==> src/sv/sha256_pkg.sv <==
// Shared types, constants and round functions for the SHA-256 engine.
`default_nettype none

package sha256_pkg;

    typedef logic [31:0]      word_t;
    typedef logic [7:0][31:0] hash_t;

    typedef enum logic [1:0] {
        S_IDLE,
        S_COMP,
        S_EMIT
    } state_t;

    // Kind of block fed to the compression: plain data, or one of the padding forms.
    typedef enum logic [1:0] {
        BLK_DATA,
        BLK_PAD_LEN,
        BLK_PAD_ONLY,
        BLK_LEN_ONLY
    } blk_t;

    localparam logic [1:0] MODE_ABSORB        = 2'd0;
    localparam logic [1:0] MODE_ABSORB_FINISH = 2'd1;
    localparam logic [1:0] MODE_FINISH        = 2'd2;
    localparam logic [1:0] MODE_DROP          = 2'd3;   // undefined, beat has no effect

    localparam logic [6:0] LAST_STEP     = 7'd66;
    localparam logic [5:0] LEN_FIT_LIMIT = 6'd55;
    localparam logic [7:0] PAD_BYTE      = 8'h80;

    typedef struct packed {
        logic       init;
        logic       sched_en;
        logic       from_mem;
        logic       round_en;
        logic [5:0] k_idx;
    } cmp_ctl_t;

    localparam hash_t HASH_IV = {
        32'h5be0cd19, 32'h1f83d9ab, 32'h9b05688c, 32'h510e527f,
        32'ha54ff53a, 32'h3c6ef372, 32'hbb67ae85, 32'h6a09e667
    };

    localparam word_t ROUND_K [64] = '{
        32'h428a2f98, 32'h71374491, 32'hb5c0fbcf, 32'he9b5dba5,
        32'h3956c25b, 32'h59f111f1, 32'h923f82a4, 32'hab1c5ed5,
        32'hd807aa98, 32'h12835b01, 32'h243185be, 32'h550c7dc3,
        32'h72be5d74, 32'h80deb1fe, 32'h9bdc06a7, 32'hc19bf174,
        32'he49b69c1, 32'hefbe4786, 32'h0fc19dc6, 32'h240ca1cc,
        32'h2de92c6f, 32'h4a7484aa, 32'h5cb0a9dc, 32'h76f988da,
        32'h983e5152, 32'ha831c66d, 32'hb00327c8, 32'hbf597fc7,
        32'hc6e00bf3, 32'hd5a79147, 32'h06ca6351, 32'h14292967,
        32'h27b70a85, 32'h2e1b2138, 32'h4d2c6dfc, 32'h53380d13,
        32'h650a7354, 32'h766a0abb, 32'h81c2c92e, 32'h92722c85,
        32'ha2bfe8a1, 32'ha81a664b, 32'hc24b8b70, 32'hc76c51a3,
        32'hd192e819, 32'hd6990624, 32'hf40e3585, 32'h106aa070,
        32'h19a4c116, 32'h1e376c08, 32'h2748774c, 32'h34b0bcb5,
        32'h391c0cb3, 32'h4ed8aa4a, 32'h5b9cca4f, 32'h682e6ff3,
        32'h748f82ee, 32'h78a5636f, 32'h84c87814, 32'h8cc70208,
        32'h90befffa, 32'ha4506ceb, 32'hbef9a3f7, 32'hc67178f2
    };

    function automatic word_t rotr(input word_t x, input int unsigned n);
        return (x >> n) | (x << (32 - n));
    endfunction

    function automatic word_t bsig0(input word_t x);
        return rotr(x, 2) ^ rotr(x, 13) ^ rotr(x, 22);
    endfunction

    function automatic word_t bsig1(input word_t x);
        return rotr(x, 6) ^ rotr(x, 11) ^ rotr(x, 25);
    endfunction

    function automatic word_t ssig0(input word_t x);
        return rotr(x, 7) ^ rotr(x, 18) ^ (x >> 3);
    endfunction

    function automatic word_t ssig1(input word_t x);
        return rotr(x, 17) ^ rotr(x, 19) ^ (x >> 10);
    endfunction

    function automatic word_t ch_fn(input word_t e, input word_t f, input word_t g);
        return (e & f) ^ (~e & g);
    endfunction

    function automatic word_t maj_fn(input word_t a, input word_t b, input word_t c);
        return (a & b) ^ (a & c) ^ (b & c);
    endfunction

    // Schedule word j of a block: buffer bytes below the fill point, then 0x80,
    // zero fill and the bit length, as the block kind asks.
    function automatic word_t pad_word(input blk_t kind, input logic [3:0] j,
                                       input word_t d, input logic [5:0] f,
                                       input logic [63:0] bits);
        word_t      r;
        logic [5:0] p;
        r = '0;
        p = '0;
        if (kind == BLK_DATA) begin
            r = d;
        end
        else begin
            for (int l = 0; l < 4; l++) begin
                p = {j, 2'(l)};
                if (kind == BLK_LEN_ONLY)
                    r[31 - 8 * l -: 8] = '0;
                else if (p < f)
                    r[31 - 8 * l -: 8] = d[31 - 8 * l -: 8];
                else if (p == f)
                    r[31 - 8 * l -: 8] = PAD_BYTE;
                else
                    r[31 - 8 * l -: 8] = '0;
            end
            if (kind != BLK_PAD_ONLY && j == 4'd14)
                r = bits[63:32];
            if (kind != BLK_PAD_ONLY && j == 4'd15)
                r = bits[31:0];
        end
        return r;
    endfunction

endpackage

`default_nettype wire

==> src/sv/sha256_hash_engine_unit.sv <==
// SHA-256 engine top level: byte intake, block buffer memory, control and digest output.
//
// Usage:
//   Input beats on s_axis carry a mode and a message byte. Mode 0 absorbs
//   the byte, mode 1 absorbs it and finishes the message, mode 2 finishes
//   without a byte, mode 3 is dropped with no effect.
//   Each finish produces one output beat on m_axis: the 256-bit digest,
//   digest bytes 0..7 (big-endian) in tdata[63:0], bytes 24..31 in [255:192].
// Flow:
//   Absorbed bytes are taken back to back while idle. The 64th byte of a
//   block starts a compression (16-word buffer read, then one round per cycle
//   through a single round unit); s_axis_tready is low meanwhile.
//   A finish runs one padding block, or two if more than 55 bytes are
//   pending, after a data block if its own byte filled a block, and then
//   moves the digest into the output register.
// Reset clears the hash words to the initial values and the counters; the
//   block buffer memory needs no clearing, since padding masks unwritten bytes.
// Stall: the digest waits in the output register while m_axis_tready is low;
//   bytes of the next message are still taken, a further finish waits.
`default_nettype none

module sha256_hash_engine_unit (
    input  wire logic         clk,
    input  wire logic         rst_n,
    input  wire logic         s_axis_tvalid,
    output logic              s_axis_tready,
    input  wire logic [15:0]  s_axis_tdata,   // [1:0] mode, [9:2] data_byte, [15:10] zero
    output logic              m_axis_tvalid,
    input  wire logic         m_axis_tready,
    output logic [255:0]      m_axis_tdata    // digest_part0, part1, part2, part3
);

    sha256_pkg::state_t state_reg, state_next;
    sha256_pkg::blk_t   blk_reg, blk_next;
    logic [6:0]         step_reg, step_next;
    logic               fin_reg, fin_next;
    logic [5:0]         fill_reg, fill_next;
    logic [60:0]        count_reg, count_next;
    sha256_pkg::hash_t  hash_reg, hash_next;
    logic               out_valid_reg, out_valid_next;
    logic [255:0]       out_data_reg;

    logic [31:0]        buf_mem [16];
    logic [31:0]        rd_data_reg;

    logic [1:0]         in_mode;
    logic [7:0]         in_byte;
    logic               s_acc;
    logic               absorb;
    logic               finish;
    logic [5:0]         fill_after;
    logic               out_load;
    logic [6:0]         step_m1;
    sha256_pkg::cmp_ctl_t ctl;
    sha256_pkg::word_t  w_mem;
    sha256_pkg::hash_t  vars;

    assign in_mode    = s_axis_tdata[1:0];
    assign in_byte    = s_axis_tdata[9:2];
    assign s_axis_tready = (state_reg == sha256_pkg::S_IDLE);
    assign s_acc      = s_axis_tvalid && s_axis_tready;
    assign absorb     = (in_mode == sha256_pkg::MODE_ABSORB)
                     || (in_mode == sha256_pkg::MODE_ABSORB_FINISH);
    assign finish     = (in_mode == sha256_pkg::MODE_ABSORB_FINISH)
                     || (in_mode == sha256_pkg::MODE_FINISH);
    assign fill_after = absorb ? fill_reg + 6'd1 : fill_reg;

    // Block buffer: 16 big-endian words, byte-lane writes, registered read.
    always_ff @(posedge clk)
    begin
        if (s_acc && absorb)
            buf_mem[fill_reg[5:2]][{~fill_reg[1:0], 3'b000} +: 8] <= in_byte;
        rd_data_reg <= buf_mem[step_reg[3:0]];
    end

    // Step 0..15 issue reads, 1..64 build schedule words, 2..65 run rounds,
    // 66 folds the working variables into the hash.
    assign step_m1      = step_reg - 7'd1;
    assign ctl.init     = (state_reg == sha256_pkg::S_COMP) && (step_reg == 7'd0);
    assign ctl.sched_en = (state_reg == sha256_pkg::S_COMP) && (step_reg >= 7'd1)
                       && (step_reg <= 7'd64);
    assign ctl.from_mem = (step_reg <= 7'd16);
    assign ctl.round_en = (state_reg == sha256_pkg::S_COMP) && (step_reg >= 7'd2)
                       && (step_reg <= 7'd65);
    assign ctl.k_idx    = step_m1[5:0];

    assign w_mem = sha256_pkg::pad_word(blk_reg, step_m1[3:0], rd_data_reg, fill_reg,
                                        {count_reg, 3'b000});

    sha256_compress u_compress (
        .clk     (clk),
        .ctl     (ctl),
        .w_mem   (w_mem),
        .hash_in (hash_reg),
        .vars    (vars)
    );

    always_comb
    begin
        state_next = state_reg;
        blk_next   = blk_reg;
        step_next  = step_reg;
        fin_next   = fin_reg;
        fill_next  = fill_reg;
        count_next = count_reg;
        hash_next  = hash_reg;
        out_load   = 1'b0;
        unique case (state_reg)
            sha256_pkg::S_IDLE:
            begin
                if (s_acc)
                begin
                    if (absorb)
                    begin
                        fill_next  = fill_after;
                        count_next = count_reg + 61'd1;
                    end
                    step_next = '0;
                    priority if (absorb && fill_reg == 6'd63)
                    begin
                        state_next = sha256_pkg::S_COMP;
                        blk_next   = sha256_pkg::BLK_DATA;
                        fin_next   = finish;
                    end
                    else if (finish)
                    begin
                        state_next = sha256_pkg::S_COMP;
                        blk_next   = (fill_after <= sha256_pkg::LEN_FIT_LIMIT)
                                   ? sha256_pkg::BLK_PAD_LEN : sha256_pkg::BLK_PAD_ONLY;
                        fin_next   = 1'b1;
                    end
                    else
                    begin
                        state_next = sha256_pkg::S_IDLE;
                    end
                end
            end
            sha256_pkg::S_COMP:
            begin
                step_next = step_reg + 7'd1;
                if (step_reg == sha256_pkg::LAST_STEP)
                begin
                    step_next = '0;
                    for (int i = 0; i < 8; i++)
                        hash_next[i] = hash_reg[i] + vars[i];
                    unique case (blk_reg)
                        sha256_pkg::BLK_DATA:
                        begin
                            // a finish whose byte closed the block pads from byte 0
                            if (fin_reg)
                                blk_next = sha256_pkg::BLK_PAD_LEN;
                            else
                                state_next = sha256_pkg::S_IDLE;
                        end
                        sha256_pkg::BLK_PAD_ONLY:
                            blk_next = sha256_pkg::BLK_LEN_ONLY;
                        sha256_pkg::BLK_PAD_LEN,
                        sha256_pkg::BLK_LEN_ONLY:
                            state_next = sha256_pkg::S_EMIT;
                    endcase
                end
            end
            sha256_pkg::S_EMIT:
            begin
                if (!out_valid_reg || m_axis_tready)
                begin
                    out_load   = 1'b1;
                    hash_next  = sha256_pkg::HASH_IV;
                    fill_next  = '0;
                    count_next = '0;
                    fin_next   = 1'b0;
                    state_next = sha256_pkg::S_IDLE;
                end
            end
            default:
            begin
                state_next = sha256_pkg::S_IDLE;
            end
        endcase
    end

    always_comb
    begin
        if (out_load)
            out_valid_next = 1'b1;
        else if (m_axis_tready)
            out_valid_next = 1'b0;
        else
            out_valid_next = out_valid_reg;
    end

    always_ff @(posedge clk or negedge rst_n)
    begin
        if (!rst_n)
        begin
            state_reg     <= sha256_pkg::S_IDLE;
            blk_reg       <= sha256_pkg::BLK_DATA;
            step_reg      <= '0;
            fin_reg       <= 1'b0;
            fill_reg      <= '0;
            count_reg     <= '0;
            hash_reg      <= sha256_pkg::HASH_IV;
            out_valid_reg <= 1'b0;
        end
        else
        begin
            state_reg     <= state_next;
            blk_reg       <= blk_next;
            step_reg      <= step_next;
            fin_reg       <= fin_next;
            fill_reg      <= fill_next;
            count_reg     <= count_next;
            hash_reg      <= hash_next;
            out_valid_reg <= out_valid_next;
        end
    end

    // digest words: part0 = {H0, H1} in the lowest bits
    always_ff @(posedge clk)
    begin
        if (out_load)
            out_data_reg <= {hash_reg[6], hash_reg[7],
                             hash_reg[4], hash_reg[5], hash_reg[2], hash_reg[3],
                             hash_reg[0], hash_reg[1]};
    end

    assign m_axis_tvalid = out_valid_reg;
    assign m_axis_tdata  = out_data_reg;

    // 64th byte of a block must start a compression
    a_full_block_starts: assert property (@(posedge clk) disable iff (!rst_n)
        s_acc && in_mode == sha256_pkg::MODE_ABSORB && fill_reg == 6'd63
        |=> state_reg == sha256_pkg::S_COMP && step_reg == 7'd0)
        else $error("full block did not start compression");

    a_step_range: assert property (@(posedge clk) disable iff (!rst_n)
        state_reg == sha256_pkg::S_COMP |-> step_reg <= sha256_pkg::LAST_STEP)
        else $error("compression step out of range");

    a_emit_reinit: assert property (@(posedge clk) disable iff (!rst_n)
        state_reg == sha256_pkg::S_EMIT && (!out_valid_reg || m_axis_tready)
        |=> hash_reg == sha256_pkg::HASH_IV && fill_reg == 6'd0 && count_reg == 61'd0
            && m_axis_tvalid)
        else $error("engine not reinitialised after digest");

    a_undefined_mode: assert property (@(posedge clk) disable iff (!rst_n)
        s_acc && in_mode == sha256_pkg::MODE_DROP
        |=> $stable(count_reg) && $stable(fill_reg) && state_reg == sha256_pkg::S_IDLE)
        else $error("undefined mode changed state");

endmodule

`default_nettype wire

==> src/sv/sha256_compress.sv <==
// Message schedule and round datapath: one schedule word and one round per cycle while enabled.
`default_nettype none

module sha256_compress (
    input  wire logic                 clk,
    input  wire sha256_pkg::cmp_ctl_t ctl,
    input  wire sha256_pkg::word_t    w_mem,
    input  wire sha256_pkg::hash_t    hash_in,
    output sha256_pkg::hash_t         vars
);

    sha256_pkg::word_t w_sr_reg [16];
    sha256_pkg::word_t wk_reg;
    sha256_pkg::hash_t v_reg;

    sha256_pkg::word_t w_new;
    sha256_pkg::word_t t1;
    sha256_pkg::word_t t2;

    always_comb
    begin
        if (ctl.from_mem)
            w_new = w_mem;
        else
            w_new = w_sr_reg[0] + sha256_pkg::ssig0(w_sr_reg[1]) + w_sr_reg[9]
                  + sha256_pkg::ssig1(w_sr_reg[14]);
        t1 = v_reg[7] + sha256_pkg::bsig1(v_reg[4])
           + sha256_pkg::ch_fn(v_reg[4], v_reg[5], v_reg[6]) + wk_reg;
        t2 = sha256_pkg::bsig0(v_reg[0]) + sha256_pkg::maj_fn(v_reg[0], v_reg[1], v_reg[2]);
    end

    // schedule window: [0] is w[i-16], [15] the newest word
    always_ff @(posedge clk)
    begin
        if (ctl.sched_en)
        begin
            for (int i = 0; i < 15; i++)
                w_sr_reg[i] <= w_sr_reg[i + 1];
            w_sr_reg[15] <= w_new;
            wk_reg       <= w_new + sha256_pkg::ROUND_K[ctl.k_idx];
        end
    end

    always_ff @(posedge clk)
    begin
        if (ctl.init)
            v_reg <= hash_in;
        else if (ctl.round_en)
        begin
            v_reg[7] <= v_reg[6];
            v_reg[6] <= v_reg[5];
            v_reg[5] <= v_reg[4];
            v_reg[4] <= v_reg[3] + t1;
            v_reg[3] <= v_reg[2];
            v_reg[2] <= v_reg[1];
            v_reg[1] <= v_reg[0];
            v_reg[0] <= t1 + t2;
        end
    end

    assign vars = v_reg;

endmodule

`default_nettype wire
==> config.mk <==
export PLATFORM = sky130hd
export DESIGN_NAME = sha256_hash_engine_unit
export DESIGN_NICKNAME = d
export VERILOG_FILES = /design/src/sv/sha256_pkg.sv /design/src/sv/sha256_hash_engine_unit.sv /design/src/sv/sha256_compress.sv
export SDC_FILE = /design/constraint.sdc
export NUM_CORES = 2
export LEC_CHECK = 0
export BUFFER_PORTS_ARGS = -buffer_cell sky130_fd_sc_hd__buf_4
export CAP_MARGIN = 20
export CORE_MARGIN = 2
export CORE_UTILIZATION = 53
export DETAILED_ROUTE_END_ITERATION = 10
export PLACE_DENSITY = 0.69
export SYNTH_ARGS = -nofsm -noshare
export SYNTH_HDL_FRONTEND = slang
export SYNTH_SLANG_ARGS = --single-unit
==> constraint.sdc <==
create_clock -name clk -period 126.8 [get_ports clk]
set_input_delay 12.68 -clock clk [delete_from_list [all_inputs] [get_ports clk]]
set_output_delay 12.68 -clock clk [all_outputs]
set_load 0.01 [all_outputs]
==> impl_metrics.toml <==
[timing]
tns_ns = 0
hold_viol = 0
fin_crit_ns = 15.46
worst_pin_slew_ns = 1.414
fmax_ghz = 0.06469
slew_violations = 0
fin_crit_sh = 0.1219
rsz0062_at_grt = "false"
slew_headroom = 0.05714
setup-violations-final = 0
finClkSkew_ns = 0.04309

[grt]
grt_pass1_vias = 64210
grt-ovfl-total = 0
grt_antenna_before_repair = 5
grt_max_degree = 239
grt_pass1_wl_um = 407800
grt_usage = 0.2849

[setup_path]
critPathTopFamily = "simple AND/OR/NAND/NOR gates"
cpMaxStageDelayCell = "nor2_1"
cpPeakStageDelay_ns = 0.66
worstSetupPathType = "in2reg"
cp-start-kind = "primary input"
crit_buf_inv = 2
arrival_ns = 16.16
cp_max_fo = 12
worst_setup_path_end_kind = "flip-flop"
critPathRequiredTime_ns = 127.50
path_cells = "buf_4 > inv_1 > ha_1 > or2_2 > a21oi_1 > nor3_2 > nand4_1 > nor2_1 > nand2b_1 > or2_2 > nor2_4 > nand4_1 > xor2_1 > nor2_1"

[status]
status = "complete, no violations"

[yosys]
synthMuxAreaShare = 0.04124
yosysSeqAreaShare = 0.5708
postSynthCellCount = 8113
synthArstFlopShare = 0.1736
synth_area_leaders = "edfxtp_1 (48%), ha_1 (5.6%), dfrtp_1 (5.1%)"
synth_cell_types = 92
synth-compound-area-share = 0.1128
avgSynthCellArea_um2 = 12.16
synth_top_family_by_area = "compound AO/OA/AOI/OAI gates"
synth_most_common_cell = "edfxtp_1"
synth_top_cells_by_count = "edfxtp_1 (1568), nand2_1 (992), a21oi_1 (532), o21ai_0 (507), nor2_1 (442)"
yosys.area_share.adder = 0.09194
synth_warnings = 0
netlist_area_um2 = 98640
synth_edf_count = 1568
synth_top_area_frac = 0.4773
yosysTopAreaCell = "edfxtp_1"
synth_xor_area_frac = 0.05825
ys.flop_type = "edfxtp_1"
synth_nets = 8740
yosys.area_share.simple = 0.09778
synth-seq-cells = 1936

[min_path]
hold_class = "reg2reg"

[cts]
cts_setup_buffers = 0
clk_pin_slew_worst_paths_ns = 0.06
cts.htree.levels = 4
clock_latency_ns = 0.87
clock_sinks = 1936
hold_buffers = 0
cts_tree = "done"
cts-root-buf = "clkbuf_16"
post_cts_resized = 0
numCtsBuffers = 197
clockBufferDepth = 3

[final_layout]
area_growth_pct = 11.14
fin_nets = 8911
layout-drive-gt1-share = 0.1210

[routing]
via_per_inst = 6.059
drcViolationCount = 0
vias = 66290
ant_nets = 0
routedWlPerCell_um = 25.07
drtIter0Drc = 7197
drt-pass1-iter-count = 6
drt-total-wl_um = 274200

[die]
die-area_um2 = 189600
rows = 158
pin_count = 278
die_h_um = 435.4
start_util = 0.5325
coreArea_um2 = 185200
fp.dieW_um = 435.4

[placed_design]
post-dp-hpwl_um = 193700
io_buffers = 271
globalplace.congestion = 0.9543

[job]
maxCapViolCount = 0
## cell type report
cell class	instances	area [µm²]
Inverter	352	1329
Timing Repair Buffer	332	2582
Antenna cell	3	7.507
Fill cell	14810	75600
Sequential cell	1936	56320
Tap cell	2480	3103
Clock buffer	249	5289
Clock inverter	124	1226
Multi-Input combinational cell	5465	39780
## metal layers
layer | vias up | routed length, µm | GRT usage
met2 | 2698 | 123500 | 0.4338
met5 | - | 13 | 0
met3 | 524 | 20490 | 0.04408
met4 | 2 | 12470 | 0.1174
met1 | 33100 | 117800 | 0.4108
li1 | 29970 | - | -
## layout by cell type, fill, tap and decap left out, drive strengths merged, types with 89 or more instances in the layout
master  count
inv       361
clkbuf    249
a21oi     532
a21o      211
nor3      164
edfxtp   1568
dfstp     136
a211oi     89
nand2     992
dfrtp     200
xnor2     415
buf       332
ha        440
xor2      241
nor2      444
nand3     234
o21ai     515
mux4      162
fa        167
## worst paths after layout
path	startpoint	to	slack [ns]	cells past startpoint
min reg2reg	u_compress.w_sr_reg[1][79]	u_compress.w_sr_reg[1][47]	0.41	0
max	s_axis_tdata[1]	count_reg[47]	111.34	14
min	u_compress.w_sr_reg[1][79]	u_compress.w_sr_reg[1][47]	0.41	0
min in group asynchronous	rst_n	hash_reg[35]	11.84	1
max reg2reg	step_reg[1]	u_compress.wk_reg[31]	117.53	24
max in group asynchronous	rst_n	count_reg[12]	113.01	4
## cells by family after synthesis
family                   count (synthesis)
adder cells (fa/ha/maj)                629
buffers and inverters                  712
AND/OR/NAND/NOR                       2177
XOR/XNOR                               656
multiplexers                           201
AO/OA/AOI/OAI                         1802
flip-flops                            1936
## stage by stage
step	area (µm²)	utilization	hold WS (ns)	worst slack, ns	cells
final	109600	0.5919	0.4120	111.34	10940
after global routing	109600	0.5918	0.4216	111.08	10940
after CTS	109600	0.5917	0.4135	111.42	10940
after detailed placement	103100	0.5565	0.4045	110.51	10560
after global placement	103100	0.5565	0.4001	110.57	10560
after floorplan	98640	-	0.4003	82.50	8113
Power is left out: the tool's default activity adds up to more than one toggle a clock period on the data nets, which glitch-free logic cannot reach.
